### src/dts_pkg.sv
// ----------------------------------------------------------------------------
// dts_pkg: shared types and codes for the deadline thread scheduler table
// ----------------------------------------------------------------------------
package dts_pkg;

    localparam logic [2:0] ACT_ATTACH   = 3'd0;
    localparam logic [2:0] ACT_DETACH   = 3'd1;
    localparam logic [2:0] ACT_NICE     = 3'd2;
    localparam logic [2:0] ACT_WAIT     = 3'd3;
    localparam logic [2:0] ACT_NOTIFY   = 3'd4;
    localparam logic [2:0] ACT_DISPATCH = 3'd5;
    localparam logic [2:0] ACT_FINISH   = 3'd6;
    localparam logic [2:0] ACT_READ     = 3'd7;

    localparam logic [1:0] ST_STARTING = 2'd0;
    localparam logic [1:0] ST_RUNNING  = 2'd1;
    localparam logic [1:0] ST_WAITING  = 2'd2;
    localparam logic [1:0] ST_STOPPED  = 2'd3;

    localparam logic [1:0] RES_OK       = 2'd0;
    localparam logic [1:0] RES_NONE     = 2'd1;
    localparam logic [1:0] RES_EMPTY    = 2'd2;

    typedef struct packed {
        logic [2:0]  action;
        logic [31:0] now;
        logic [2:0]  slot;
        logic [31:0] endpoint_id;
        logic [7:0]  channel;
        logic [31:0] attribute;
        logic [31:0] event_value;
        logic [31:0] amount;
        logic        no_deadline;
    } item_t;

    typedef struct packed {
        logic [1:0]  status;
        logic [2:0]  chosen_slot;
        logic [31:0] sleep_ticks;
        logic [1:0]  slot_state;
        logic [31:0] slot_attribute;
        logic [31:0] slot_value;
        logic [3:0]  woken_count;
    } result_t;

endpackage

### src/dts_if.sv
// ----------------------------------------------------------------------------
// dts_item_if / dts_result_if: valid/ready channels
// ----------------------------------------------------------------------------
interface dts_item_if;
    import dts_pkg::*;
    logic  valid;
    logic  ready;
    item_t data;
    modport source (output valid, output data, input ready);
    modport sink (input valid, input data, output ready);
endinterface

interface dts_result_if;
    import dts_pkg::*;
    logic    valid;
    logic    ready;
    result_t data;
    modport source (output valid, output data, input ready);
    modport sink (input valid, input data, output ready);
endinterface

### src/deadline_task_scheduler_table.sv
// ----------------------------------------------------------------------------
// deadline_task_scheduler_table
// Thread slot table with earliest-deadline dispatch and event waits.
//
//   channel   dir   word
//   item      in    action, time, slot and wait/notify record
//   result    out   status, dispatch pick, read data, wake count
//
// Every action sweeps the slot memory: MAX_THREADS + 1 reads, the first slot
// read again at the end; S_LAST then settles the last read, S_WRITE fetches
// the addressed slot and S_OUT writes back, after S_IDLE has taken the word.
// Reset clears used bits and the current slot; memory content is undefined.
// A stalled result holds the block in its output state; one item in work.
// ----------------------------------------------------------------------------
module deadline_task_scheduler_table #(
    parameter int MAX_THREADS = 8,
    parameter int TIME_BITS   = 32
) (
    input logic clk,
    input logic rst_n,
    dts_item_if.sink     in_item,
    dts_result_if.source out_result
);
    import dts_pkg::*;

    localparam int SW = (MAX_THREADS > 1) ? $clog2(MAX_THREADS) : 1;
    localparam int CW = $clog2(MAX_THREADS + 1);

    typedef struct packed {
        logic [1:0]           status;
        logic [TIME_BITS-1:0] deadline;
        logic                 infinite;
        logic [TIME_BITS-1:0] nice;
        logic [31:0]          endpoint;
        logic [7:0]           channel;
        logic [31:0]          attribute;
        logic [31:0]          value;
    } entry_t;

    localparam logic [2:0] S_IDLE  = 3'd0;
    localparam logic [2:0] S_SCAN  = 3'd1;
    localparam logic [2:0] S_LAST  = 3'd2;
    localparam logic [2:0] S_WRITE = 3'd3;
    localparam logic [2:0] S_OUT   = 3'd4;

    entry_t mem [MAX_THREADS];
    entry_t rd_reg;

    logic [2:0]             state_reg, state_next;
    logic [MAX_THREADS-1:0] used_reg, used_next;
    logic [SW-1:0]          cur_reg, cur_next;
    item_t                  item_reg;
    logic [SW:0]            rcnt_reg, rcnt_next;
    logic [SW-1:0]          raddr_reg, raddr_next;
    logic [SW-1:0]          pidx_reg, pidx_next;
    logic                   pval_reg, pval_next;
    logic                   we;
    logic [SW-1:0]          waddr;
    entry_t                 wdata;
    logic                   have_reg, have_next;
    logic                   start_reg, start_next;
    logic [SW-1:0]          cand_reg, cand_next;
    logic signed [TIME_BITS:0] cleft_reg, cleft_next;
    logic [CW-1:0]          woken_reg, woken_next;
    result_t                res_reg, res_next;
    logic                   ovalid_reg, ovalid_next;

    logic [TIME_BITS-1:0]   now_t, amt_t;
    logic                   sel_ok;
    logic [SW-1:0]          sel;
    logic signed [TIME_BITS:0] left;
    logic                   match;
    logic [SW-1:0]          nxt;
    logic                   nxt_ok;
    logic [SW:0]            widx;

    assign now_t  = item_reg.now[TIME_BITS-1:0];
    assign amt_t  = item_reg.amount[TIME_BITS-1:0];
    assign sel_ok = ({29'd0, item_reg.slot} < 32'(MAX_THREADS));
    assign sel    = SW'(item_reg.slot);
    assign left   = rd_reg.infinite ? '0
                  : $signed({1'b0, rd_reg.deadline}) - $signed({1'b0, now_t});
    assign match  = (rd_reg.endpoint == item_reg.endpoint_id)
                  && (rd_reg.channel == item_reg.channel)
                  && ((rd_reg.attribute == '0) || (rd_reg.attribute == item_reg.attribute));

    always_comb
    begin
        nxt    = '0;
        nxt_ok = 1'b0;
        widx   = '0;
        for (int k = MAX_THREADS; k >= 1; k--)
        begin
            widx = (SW+1)'(sel) + (SW+1)'(k);
            if (widx >= (SW+1)'(MAX_THREADS))
            begin
                widx = widx - (SW+1)'(MAX_THREADS);
            end
            if (used_reg[widx[SW-1:0]])
            begin
                nxt    = widx[SW-1:0];
                nxt_ok = 1'b1;
            end
        end
    end

    assign in_item.ready    = (state_reg == S_IDLE);
    assign out_result.valid = ovalid_reg;
    assign out_result.data  = res_reg;

    always_ff @(posedge clk)
    begin
        if (we)
        begin
            mem[waddr] <= wdata;
        end
        rd_reg <= mem[raddr_reg];
    end

    always_comb
    begin
        state_next  = state_reg;
        used_next   = used_reg;
        cur_next    = cur_reg;
        rcnt_next   = rcnt_reg;
        raddr_next  = raddr_reg;
        pidx_next   = pidx_reg;
        pval_next   = 1'b0;
        have_next   = have_reg;
        start_next  = start_reg;
        cand_next   = cand_reg;
        cleft_next  = cleft_reg;
        woken_next  = woken_reg;
        res_next    = res_reg;
        ovalid_next = ovalid_reg;
        we          = 1'b0;
        waddr       = pidx_reg;
        wdata       = rd_reg;
        if (out_result.ready)
        begin
            ovalid_next = 1'b0;
        end
        case (state_reg)
            S_IDLE:
            begin
                if (in_item.valid)
                begin
                    woken_next = '0;
                    have_next  = 1'b0;
                    start_next = 1'b0;
                    rcnt_next  = '0;
                    if (in_item.data.action == ACT_DISPATCH)
                    begin
                        raddr_next = cur_reg;
                        cand_next  = cur_reg;
                    end
                    else
                    begin
                        raddr_next = '0;
                    end
                    state_next = S_SCAN;
                end
            end
            S_SCAN, S_LAST:
            begin
                if (pval_reg && used_reg[pidx_reg])
                begin
                    case (item_reg.action)
                        ACT_NOTIFY:
                        begin
                            if (match && rcnt_reg != (SW+1)'(MAX_THREADS + 1))
                            begin
                                we              = 1'b1;
                                wdata.attribute = item_reg.attribute;
                                wdata.value     = item_reg.event_value;
                                wdata.status    = ST_RUNNING;
                                woken_next      = woken_reg + CW'(1);
                            end
                        end
                        ACT_DISPATCH:
                        begin
                            if (!start_reg)
                            begin
                                if (!have_reg)
                                begin
                                    have_next  = 1'b1;
                                    cand_next  = pidx_reg;
                                    cleft_next = left;
                                end
                                if (rd_reg.status == ST_STARTING
                                    && rcnt_reg != (SW+1)'(1))
                                begin
                                    start_next = 1'b1;
                                    cand_next  = pidx_reg;
                                end
                                else if (rcnt_reg != (SW+1)'(1) && have_reg
                                         && (rd_reg.status == ST_RUNNING
                                             || rd_reg.status == ST_WAITING)
                                         && left < cleft_reg)
                                begin
                                    cand_next  = pidx_reg;
                                    cleft_next = left;
                                end
                            end
                        end
                        default:
                        begin
                        end
                    endcase
                end
                if (state_reg == S_LAST)
                begin
                    state_next = S_WRITE;
                    raddr_next = (item_reg.action == ACT_DISPATCH) ? cand_next : sel;
                end
                else
                begin
                    pidx_next  = raddr_reg;
                    pval_next  = 1'b1;
                    raddr_next = (raddr_reg == SW'(MAX_THREADS - 1)) ? '0
                               : raddr_reg + SW'(1);
                    rcnt_next  = rcnt_reg + 1'b1;
                    if (rcnt_reg == (SW+1)'(MAX_THREADS))
                    begin
                        state_next = S_LAST;
                    end
                end
            end
            S_WRITE:
            begin
                state_next = S_OUT;
            end
            S_OUT:
            begin
                if (!ovalid_reg || out_result.ready)
                begin
                    ovalid_next = 1'b1;
                    state_next  = S_IDLE;
                    waddr       = raddr_reg;
                    res_next    = '0;
                    case (item_reg.action)
                        ACT_ATTACH:
                        begin
                            if (sel_ok)
                            begin
                                we                = 1'b1;
                                used_next[sel]    = 1'b1;
                                wdata.status      = ST_STARTING;
                                wdata.infinite    = item_reg.no_deadline;
                                wdata.deadline    = item_reg.no_deadline ? '0 : now_t + amt_t;
                                wdata.nice        = '0;
                                wdata.endpoint    = '0;
                                wdata.channel     = '0;
                                wdata.attribute   = '0;
                                wdata.value       = '0;
                            end
                            else
                            begin
                                res_next.status = RES_EMPTY;
                            end
                        end
                        ACT_NOTIFY:
                        begin
                            if (used_reg == '0)
                            begin
                                res_next.status = RES_NONE;
                            end
                            else
                            begin
                                res_next.woken_count = (woken_reg > CW'(15)) ? 4'd15
                                                     : 4'(woken_reg);
                            end
                        end
                        ACT_DISPATCH:
                        begin
                            if (used_reg == '0)
                            begin
                                res_next.status = RES_NONE;
                            end
                            else
                            begin
                                we                   = 1'b1;
                                wdata.status         = ST_RUNNING;
                                cur_next             = cand_reg;
                                res_next.chosen_slot = 3'(cand_reg);
                                if (!start_reg && cleft_reg > 0)
                                begin
                                    res_next.sleep_ticks = 32'(cleft_reg[TIME_BITS-1:0]);
                                end
                            end
                        end
                        default:
                        begin
                            if (!sel_ok || !used_reg[sel])
                            begin
                                res_next.status = RES_EMPTY;
                            end
                            else
                            begin
                                case (item_reg.action)
                                    ACT_DETACH: used_next[sel] = 1'b0;
                                    ACT_NICE:
                                    begin
                                        we         = 1'b1;
                                        wdata.nice = amt_t;
                                    end
                                    ACT_WAIT:
                                    begin
                                        we              = 1'b1;
                                        wdata.status    = ST_WAITING;
                                        wdata.infinite  = 1'b0;
                                        wdata.deadline  = now_t + amt_t;
                                        wdata.endpoint  = item_reg.endpoint_id;
                                        wdata.channel   = item_reg.channel;
                                        wdata.attribute = item_reg.attribute;
                                        wdata.value     = '0;
                                    end
                                    ACT_FINISH:
                                    begin
                                        we             = 1'b1;
                                        wdata.infinite = 1'b0;
                                        wdata.deadline = now_t + rd_reg.nice;
                                        if (nxt_ok)
                                        begin
                                            cur_next = nxt;
                                        end
                                    end
                                    default:
                                    begin
                                        res_next.slot_state     = rd_reg.status;
                                        res_next.slot_attribute = rd_reg.attribute;
                                        res_next.slot_value     = rd_reg.value;
                                    end
                                endcase
                            end
                        end
                    endcase
                end
            end
            default:
            begin
                state_next = S_IDLE;
            end
        endcase
    end

    always_ff @(posedge clk or negedge rst_n)
    begin
        if (!rst_n)
        begin
            state_reg  <= S_IDLE;
            used_reg   <= '0;
            cur_reg    <= '0;
            ovalid_reg <= 1'b0;
            pval_reg   <= 1'b0;
        end
        else
        begin
            state_reg  <= state_next;
            used_reg   <= used_next;
            cur_reg    <= cur_next;
            ovalid_reg <= ovalid_next;
            pval_reg   <= pval_next;
        end
    end

    always_ff @(posedge clk)
    begin
        if (in_item.valid && in_item.ready)
        begin
            item_reg <= in_item.data;
        end
        rcnt_reg  <= rcnt_next;
        raddr_reg <= raddr_next;
        pidx_reg  <= pidx_next;
        have_reg  <= have_next;
        start_reg <= start_next;
        cand_reg  <= cand_next;
        cleft_reg <= cleft_next;
        woken_reg <= woken_next;
        res_reg   <= res_next;
    end

endmodule
### src/flat_wrapper.sv
// flat-port wrapper written by rule: the top's interface ports become plain ports
module deadline_task_scheduler_table_flat import dts_pkg::*;
#(
    parameter int MAX_THREADS = 8,
    parameter int TIME_BITS   = 32
)
  (clk, rst_n, in_item_valid, in_item_data, in_item_ready, out_result_valid, out_result_data, out_result_ready);
  dts_item_if in_item_i ();
  dts_result_if out_result_i ();
  input logic clk;
  input logic rst_n;
  input wire logic [$bits(in_item_i.valid)-1:0] in_item_valid;
  input wire logic [$bits(in_item_i.data)-1:0] in_item_data;
  output wire logic [$bits(in_item_i.ready)-1:0] in_item_ready;
  output wire logic [$bits(out_result_i.valid)-1:0] out_result_valid;
  output wire logic [$bits(out_result_i.data)-1:0] out_result_data;
  input wire logic [$bits(out_result_i.ready)-1:0] out_result_ready;
  assign in_item_i.valid = in_item_valid;
  assign in_item_i.data = in_item_data;
  assign in_item_ready = in_item_i.ready;
  assign out_result_valid = out_result_i.valid;
  assign out_result_data = out_result_i.data;
  assign out_result_i.ready = out_result_ready;
  deadline_task_scheduler_table #(.MAX_THREADS(MAX_THREADS), .TIME_BITS(TIME_BITS)) u_core (.clk(clk), .rst_n(rst_n), .in_item(in_item_i), .out_result(out_result_i));
endmodule
### config.mk
export PLATFORM = sky130hd
export DESIGN_NAME = deadline_task_scheduler_table_flat
export DESIGN_NICKNAME = d
export VERILOG_FILES = /design/src/dts_pkg.sv /design/src/dts_if.sv /design/src/deadline_task_scheduler_table.sv /design/src/flat_wrapper.sv
export SDC_FILE = /design/constraint.sdc
export NUM_CORES = 2
export LEC_CHECK = 0
export BUFFER_PORTS_ARGS = -buffer_cell sky130_fd_sc_hd__buf_4
export CAP_MARGIN = 30
export CORE_ASPECT_RATIO = 0.8
export CORE_MARGIN = 4
export CORE_UTILIZATION = 36
export DETAILED_ROUTE_END_ITERATION = 8
export PLACE_DENSITY_LB_ADDON = 0.3
export SLEW_MARGIN = 0
export SYNTH_ARGS = -nofsm -noshare
export SYNTH_HDL_FRONTEND = slang
export SYNTH_SLANG_ARGS = --single-unit
### constraint.sdc
create_clock -name clk -period 20.7 [get_ports clk]
set_clock_uncertainty 0.2 [all_clocks]
set_input_delay 4.14 -clock clk [delete_from_list [all_inputs] [get_ports clk]]
set_output_delay 4.14 -clock clk [all_outputs]
set_load 0.005 [all_outputs]
## Word-level counts from Yosys, hierarchy flattened

Memories as Yosys holds them, arrays and structs flattened. A register that Yosys moved wholly into a read port is not among the register bits.
Index checks and enable logic that the tools add are counted.

| storage, ports and cells | value |
|---|---|
| register bits after elaboration | 350 |
| latch bits | 0 |
| RAM bits | 1368 |
| bits in read-only memories | 0 |
| input bits | 179 |
| output and inout bits | 109 |
| memories kept | 1 |

| cells by class | value |
|---|---|
| $add $sub $neg | 22 |
| multipliers | 0 |
| div/mod/pow operators | 0 |
| magnitude comparators | 22 |
| equality and inequality tests | 31 |
| shift-type cells | 0 |
| mux-type cells | 136 |
| bitwise logic cells | 11 |
| reductions and logical operators | 47 |

Memory list:

| name | words | bits a word | read ports | clocked after memory_dff | wr ports | RTL line | RTL |
|---|---|---|---|---|---|---|---|
| u_core.mem | 8 | 171 | 1 | 1 | 1 | deadline_task_scheduler_table.sv:46 | `entry_t mem [MAX_THREADS];` |

Operators by type and width:

| operator | number |
|---|---|
| $mux 171 | 2 |
| $pmux 169 s2 | 1 |
| $mux 64 | 3 |
| $mux 33 | 4 |
| $pmux 64 s2 | 1 |
| $mux 3 | 39 |
| $mux 105 | 1 |
| $mux 104 | 1 |
| $pmux 33 s2 | 1 |
| $add 32x32->32 | 2 |
| $eq 32x32->1 | 2 |
| $mux 32 | 2 |
| $mux 1 | 42 |
| $lt 3x4->1 const B | 10 |
| $gt 33x1->1 const B | 1 |
| $lt 33x33->1 | 1 |
| $sub 32x32->33 | 1 |
| $ge 4x4->1 const B | 8 |
| $logic_not 32->1 | 1 |
| $bmux 1 s3 | 10 |
| $mux 4 | 6 |
| $sub 3x1->3 const B | 8 |
| $eq 3x3->1 const B | 6 |
| $pmux 3 s2 | 3 |
| other kinds (48) | 113 |

## Logic depth before layout (Yosys ltp)

| depth | value |
|---|---|
| depth after elaboration | 17 |
| mapped depth | 22 |
| gate-level depth less buffers | 21 |

## Least setup slack after synthesis

Ideal clock, no wire load.

| timing | value |
|---|---|
| path type | input-to-reg |
| from | in out_result_ready |
| to | mem u_core.mem[3][0] (netlist bit) (enable) |
| library setup time | 704 ps |
| data arrival time | 13506 ps |
| slack | 6290 ps |
| cell stages on the path | 7 |
| buffers on the path | 1 |
| cells stage by stage | nand2b_1 > nand2_1 > inv_1 > buf_2 > o31a_1 > a22oi_1 > nor2_1 |

| between the ends | value |
|---|---|
| longest elaborated chain between the ends | 5 |
| elaborated cells between the ends (all ways) | 7 |
| classes of those cells | mux: 6; reduce/logical: 1 |

Ends and longest elaborated chain:

| what | RTL line | RTL |
|---|---|---|
| start, declared | flat_wrapper.sv:17 | `input wire logic [$bits(out_result_i.ready)-1:0] out_result_ready;` |
| $logic_or 1x1->1 * | deadline_task_scheduler_table.sv:235 | `if (!ovalid_reg \|\| out_result.ready)` |
| $mux 1 | deadline_task_scheduler_table.sv:235 |  |
| $pmux 1 s2 | deadline_task_scheduler_table.sv:143 | `case (state_reg)` |
| $mux 1 | deadline_task_scheduler_table.sv:113 | `if (we)` |
| $mux 1 (implied by the code) | deadline_task_scheduler_table.sv:115 | `mem[waddr] <= wdata;` |
| end, declared | deadline_task_scheduler_table.sv:46 |  |

Mark *: on every way between the ends. The rest lies on a longest branch, timed or not.

## Worst setup path in the final report

| timing | value |
|---|---|
| from | in out_result_ready |
| to | mem u_core.mem[0][114] (netlist bit) (enable) |

The elaborated chain is that of the path after synthesis.

==> results.md <==
- Post-CTS Setup Bufs: 0
- Core area: 0.212 mm^2
- Setup_tns: 0 ns
- FILL cells: 18599
- Rel. slew slack: 28.7%
- Seq/Total Area, Yosys: 71.4%
- Synth Instances: 4256
- Critical path, cell by cell: buf_4 -> nand2b_1 -> nand2_1 -> inv_6 -> o31a_1 -> a22oi_1 -> nor2_4 -> buf_12 -> buf_4
- Top_reg_cell synth: edfxtp_1
- Netlist cell types: 92
- Area Overhead vs Synth: 15.9%
- Cell Rows: 151
- CTS Buf Count: 188
- Clk_lat worst skew: 0.87 ns
- Avg Synthesized Cell Area: 18.1 um^2
- CTS max path bufs: 3
- Area of the multi-input gates: 0.0210 mm^2
- # DRC: 0
- Post-cts resize count: 0
- Cell family with the largest share of critical-path delay: buffers and inverters
- Cell mode on critical path: buf_4
- Mux cell area share after synthesis: 13.6%
- Chip width: 525 um
- Final setup fails: 0
- DR WL/cell: 24.9 um
- Routed vias: 39997
- Inst Count DP: 7245
- Clock transition at path regs: 0.06 ns
- Post-route ant nets: 0
- Layout cells sized above 1: 26.2%
- Die H: 422 um
- DRT iter0 DRCs: 3804
- First-pass GRT wire length: 280000 um
- Synth area leader: edfxtp_1
- Total power: 12.6 mW
- Crit-path slowest cell: buf_4
- Ys async rst share: 0.847%
- Placer's final routability congestion estimate: 0.854
- Req. time, crit path: 20.91 ns
- Leakage: 29.7 nW
- Synth top area share: 66.4%
- Avg Vias per Cell: 5.26
- I/O pin count: 288
- Yosys reg bits: 1889
- GR Util All Layers: 16.9%
- Post-synth EDFFs: 1702
- Max reg flops: 1368
- Post-DP HPWL: 113000 um
- GR Overflow Total: 0
- Post-cts hold buffer count: 0
- Final nets: 4929
- Worst Path Arrival: 8.04 ns
- Final WL: 190000 um
- Buf/Inv on CP: 4
- Crit path max fanout: 124
- H-tree lvl count: 4
- Seq. cell area: 0.0549 mm^2
- Max Clock Freq: 0.128 GHz
- WS Path Type: input pin to flip-flop
- Mapped Area: 0.0770 mm^2
- Synth Area in Compound Gates: 5.17%
- Adder-cell share of the synthesized area: 2.34%
- Initial DRT Pass Iterations: 5
- Critical path's largest stage delay: 0.89 ns
- Vias in the first global route: 41098
- Most frequent cell after synthesis: edfxtp_1
- Synth Area in Simple Gates: 4.23%
- Period utilization: 37.8%
- Die area: 0.221 mm^2
- Max_cap viols: 0
- Critical Path Start Type: input pin
- Crit. End Element: flip-flop
- Status: finished clean
- Largest net degree at the start of global routing: 141
- Power Dens Cells: 141 mW/mm^2
- Peak supply drop: 0.112 mV
- Xor-xnor portion of the synthesized cell area: 1.75%
- Top cells by area, synth: edfxtp_1 (66%), mux4_2 (10%), dfxtp_1 (4.4%), mux2_2 (2.7%), ha_1 (2.3%)
- Final Non-Filler Cells: 7608
- Root buf cell: clkbuf_16
- Final min period: 7.83 ns
- Worst hold path class: flip-flop to flip-flop
- Unrepaired setup endpoints after global routing: no
- YS warnings: 0
- Starting Density: 36.3%
- TritonCTS clock tree: built
- Final slew viol count: 0
- Worst slew pin tran: 1.07 ns
- Port bufs: 287
- Synth cell count leaders: edfxtp_1 (1702), mux4_2 (352), mux2_2 (182), dfxtp_1 (171), nand2_1 (167)
- Final Hold Fails: 0
- Initial antenna violation count: 5
- Largest family of logic cells by synthesized area: multiplexers
- Number of clock sinks: 1889
- Post-Syn Nets: 4577
[per-layer routing]
layer	vias to the layer above	GRT usage [%]	routed length (um)	part of all wire, %
met5	-	0	0	0
met1	20844	23.5	83600	44
li1	17757	-	-	-
met4	0	4.55	4490	2.4
met2	1147	27.2	90000	47
met3	249	3.16	11500	6.1
[worst register-to-register path, delay by kind of cell, from the launching register on]
kind,cells,cell delay (ns)
adder cells (fa/ha/maj),3,0.96
AND/OR/NAND/NOR,3,0.79
AO/OA/AOI/OAI,11,2.98
buffers and inverters,1,0.54
flip-flops,1,0.45
multiplexers,2,0.83
[cell usage in the layout, fill, tap and decap left out, drive strengths merged, types with 118 or more instances in the layout]
master / Yosys / routed
buf: 75 / 347
clkbuf: 110 / 234
dfxtp: 171 / 171
edfxtp: 1702 / 1702
ha: 139 / 139
inv: 108 / 118
mux2: 212 / 212
mux4: 352 / 352
nand2: 168 / 168
nor2: 131 / 131
o21ai: 138 / 138
[layout make-up]
| cell class | count | share of cell area, % |
|---|---|---|
| Clock buffer | 234 | 5.59 |
| Tap cell | 2830 | 3.97 |
| Antenna cell | 5 | 0.0140 |
| Inverter | 108 | 0.469 |
| Multi-Input combinational cell | 2074 | 23.5 |
| Sequential cell | 1889 | 61.6 |
| Timing Repair Buffer | 347 | 3.20 |
| Clock inverter | 121 | 1.66 |
[where the power goes]
part           total (mW)  internal (mW)  switching [mW]
clock network        3.49           1.98            1.51
logic                3.79           1.65            2.13
registers            5.32           4.96           0.353
[cell families after synthesis]
| logic type | count (synthesis) |
|---|---|
| compound gates | 568 |
| xor+xnor | 154 |
| fa+ha+maj | 142 |
| buf+inv | 293 |
| flops | 1889 |
| mux | 567 |
| simple gates | 643 |
[final timing paths]
path / from / end / slack, ns / cells past startpoint
setup / recovery: out_result_ready / u_core.mem[0][114]$_DFFE_PP_ / 12.87 / 9
hold / removal: u_core.rd_reg[10]$_DFF_P_ / u_core.out_result.data[14]$_SDFFCE_PP0P_ / 0.34 / 1
setup reg to reg: u_core.now_t[0]$_DFFE_PP_ / u_core.cleft_reg[0]$_DFFE_PP_ / 13.72 / 20
hold reg to reg: u_core.rd_reg[10]$_DFF_P_ / u_core.out_result.data[14]$_SDFFCE_PP0P_ / 0.34 / 1
max in group asynchronous: rst_n / async pin / 17.10 / 1
min in group asynchronous: rst_n / u_core.cur_reg[2]$_DFFE_PN0P_ / 2.96 / 1
[stage by stage]
stage	util [%]	hold WS, ns	area, um^2	setup WS (ns)
3_3_place_gp	38.9	0.329	82500	11.98
2_1_floorplan	-	0.255	77000	6.29
3_5_place_dp	39.0	0.320	82600	12.00
5_1_grt	42.0	0.355	89200	12.64
4_1_cts	42.0	0.336	89100	12.85
6_report	42.0	0.341	89200	12.87
Power figures use the tool's default switching activity.
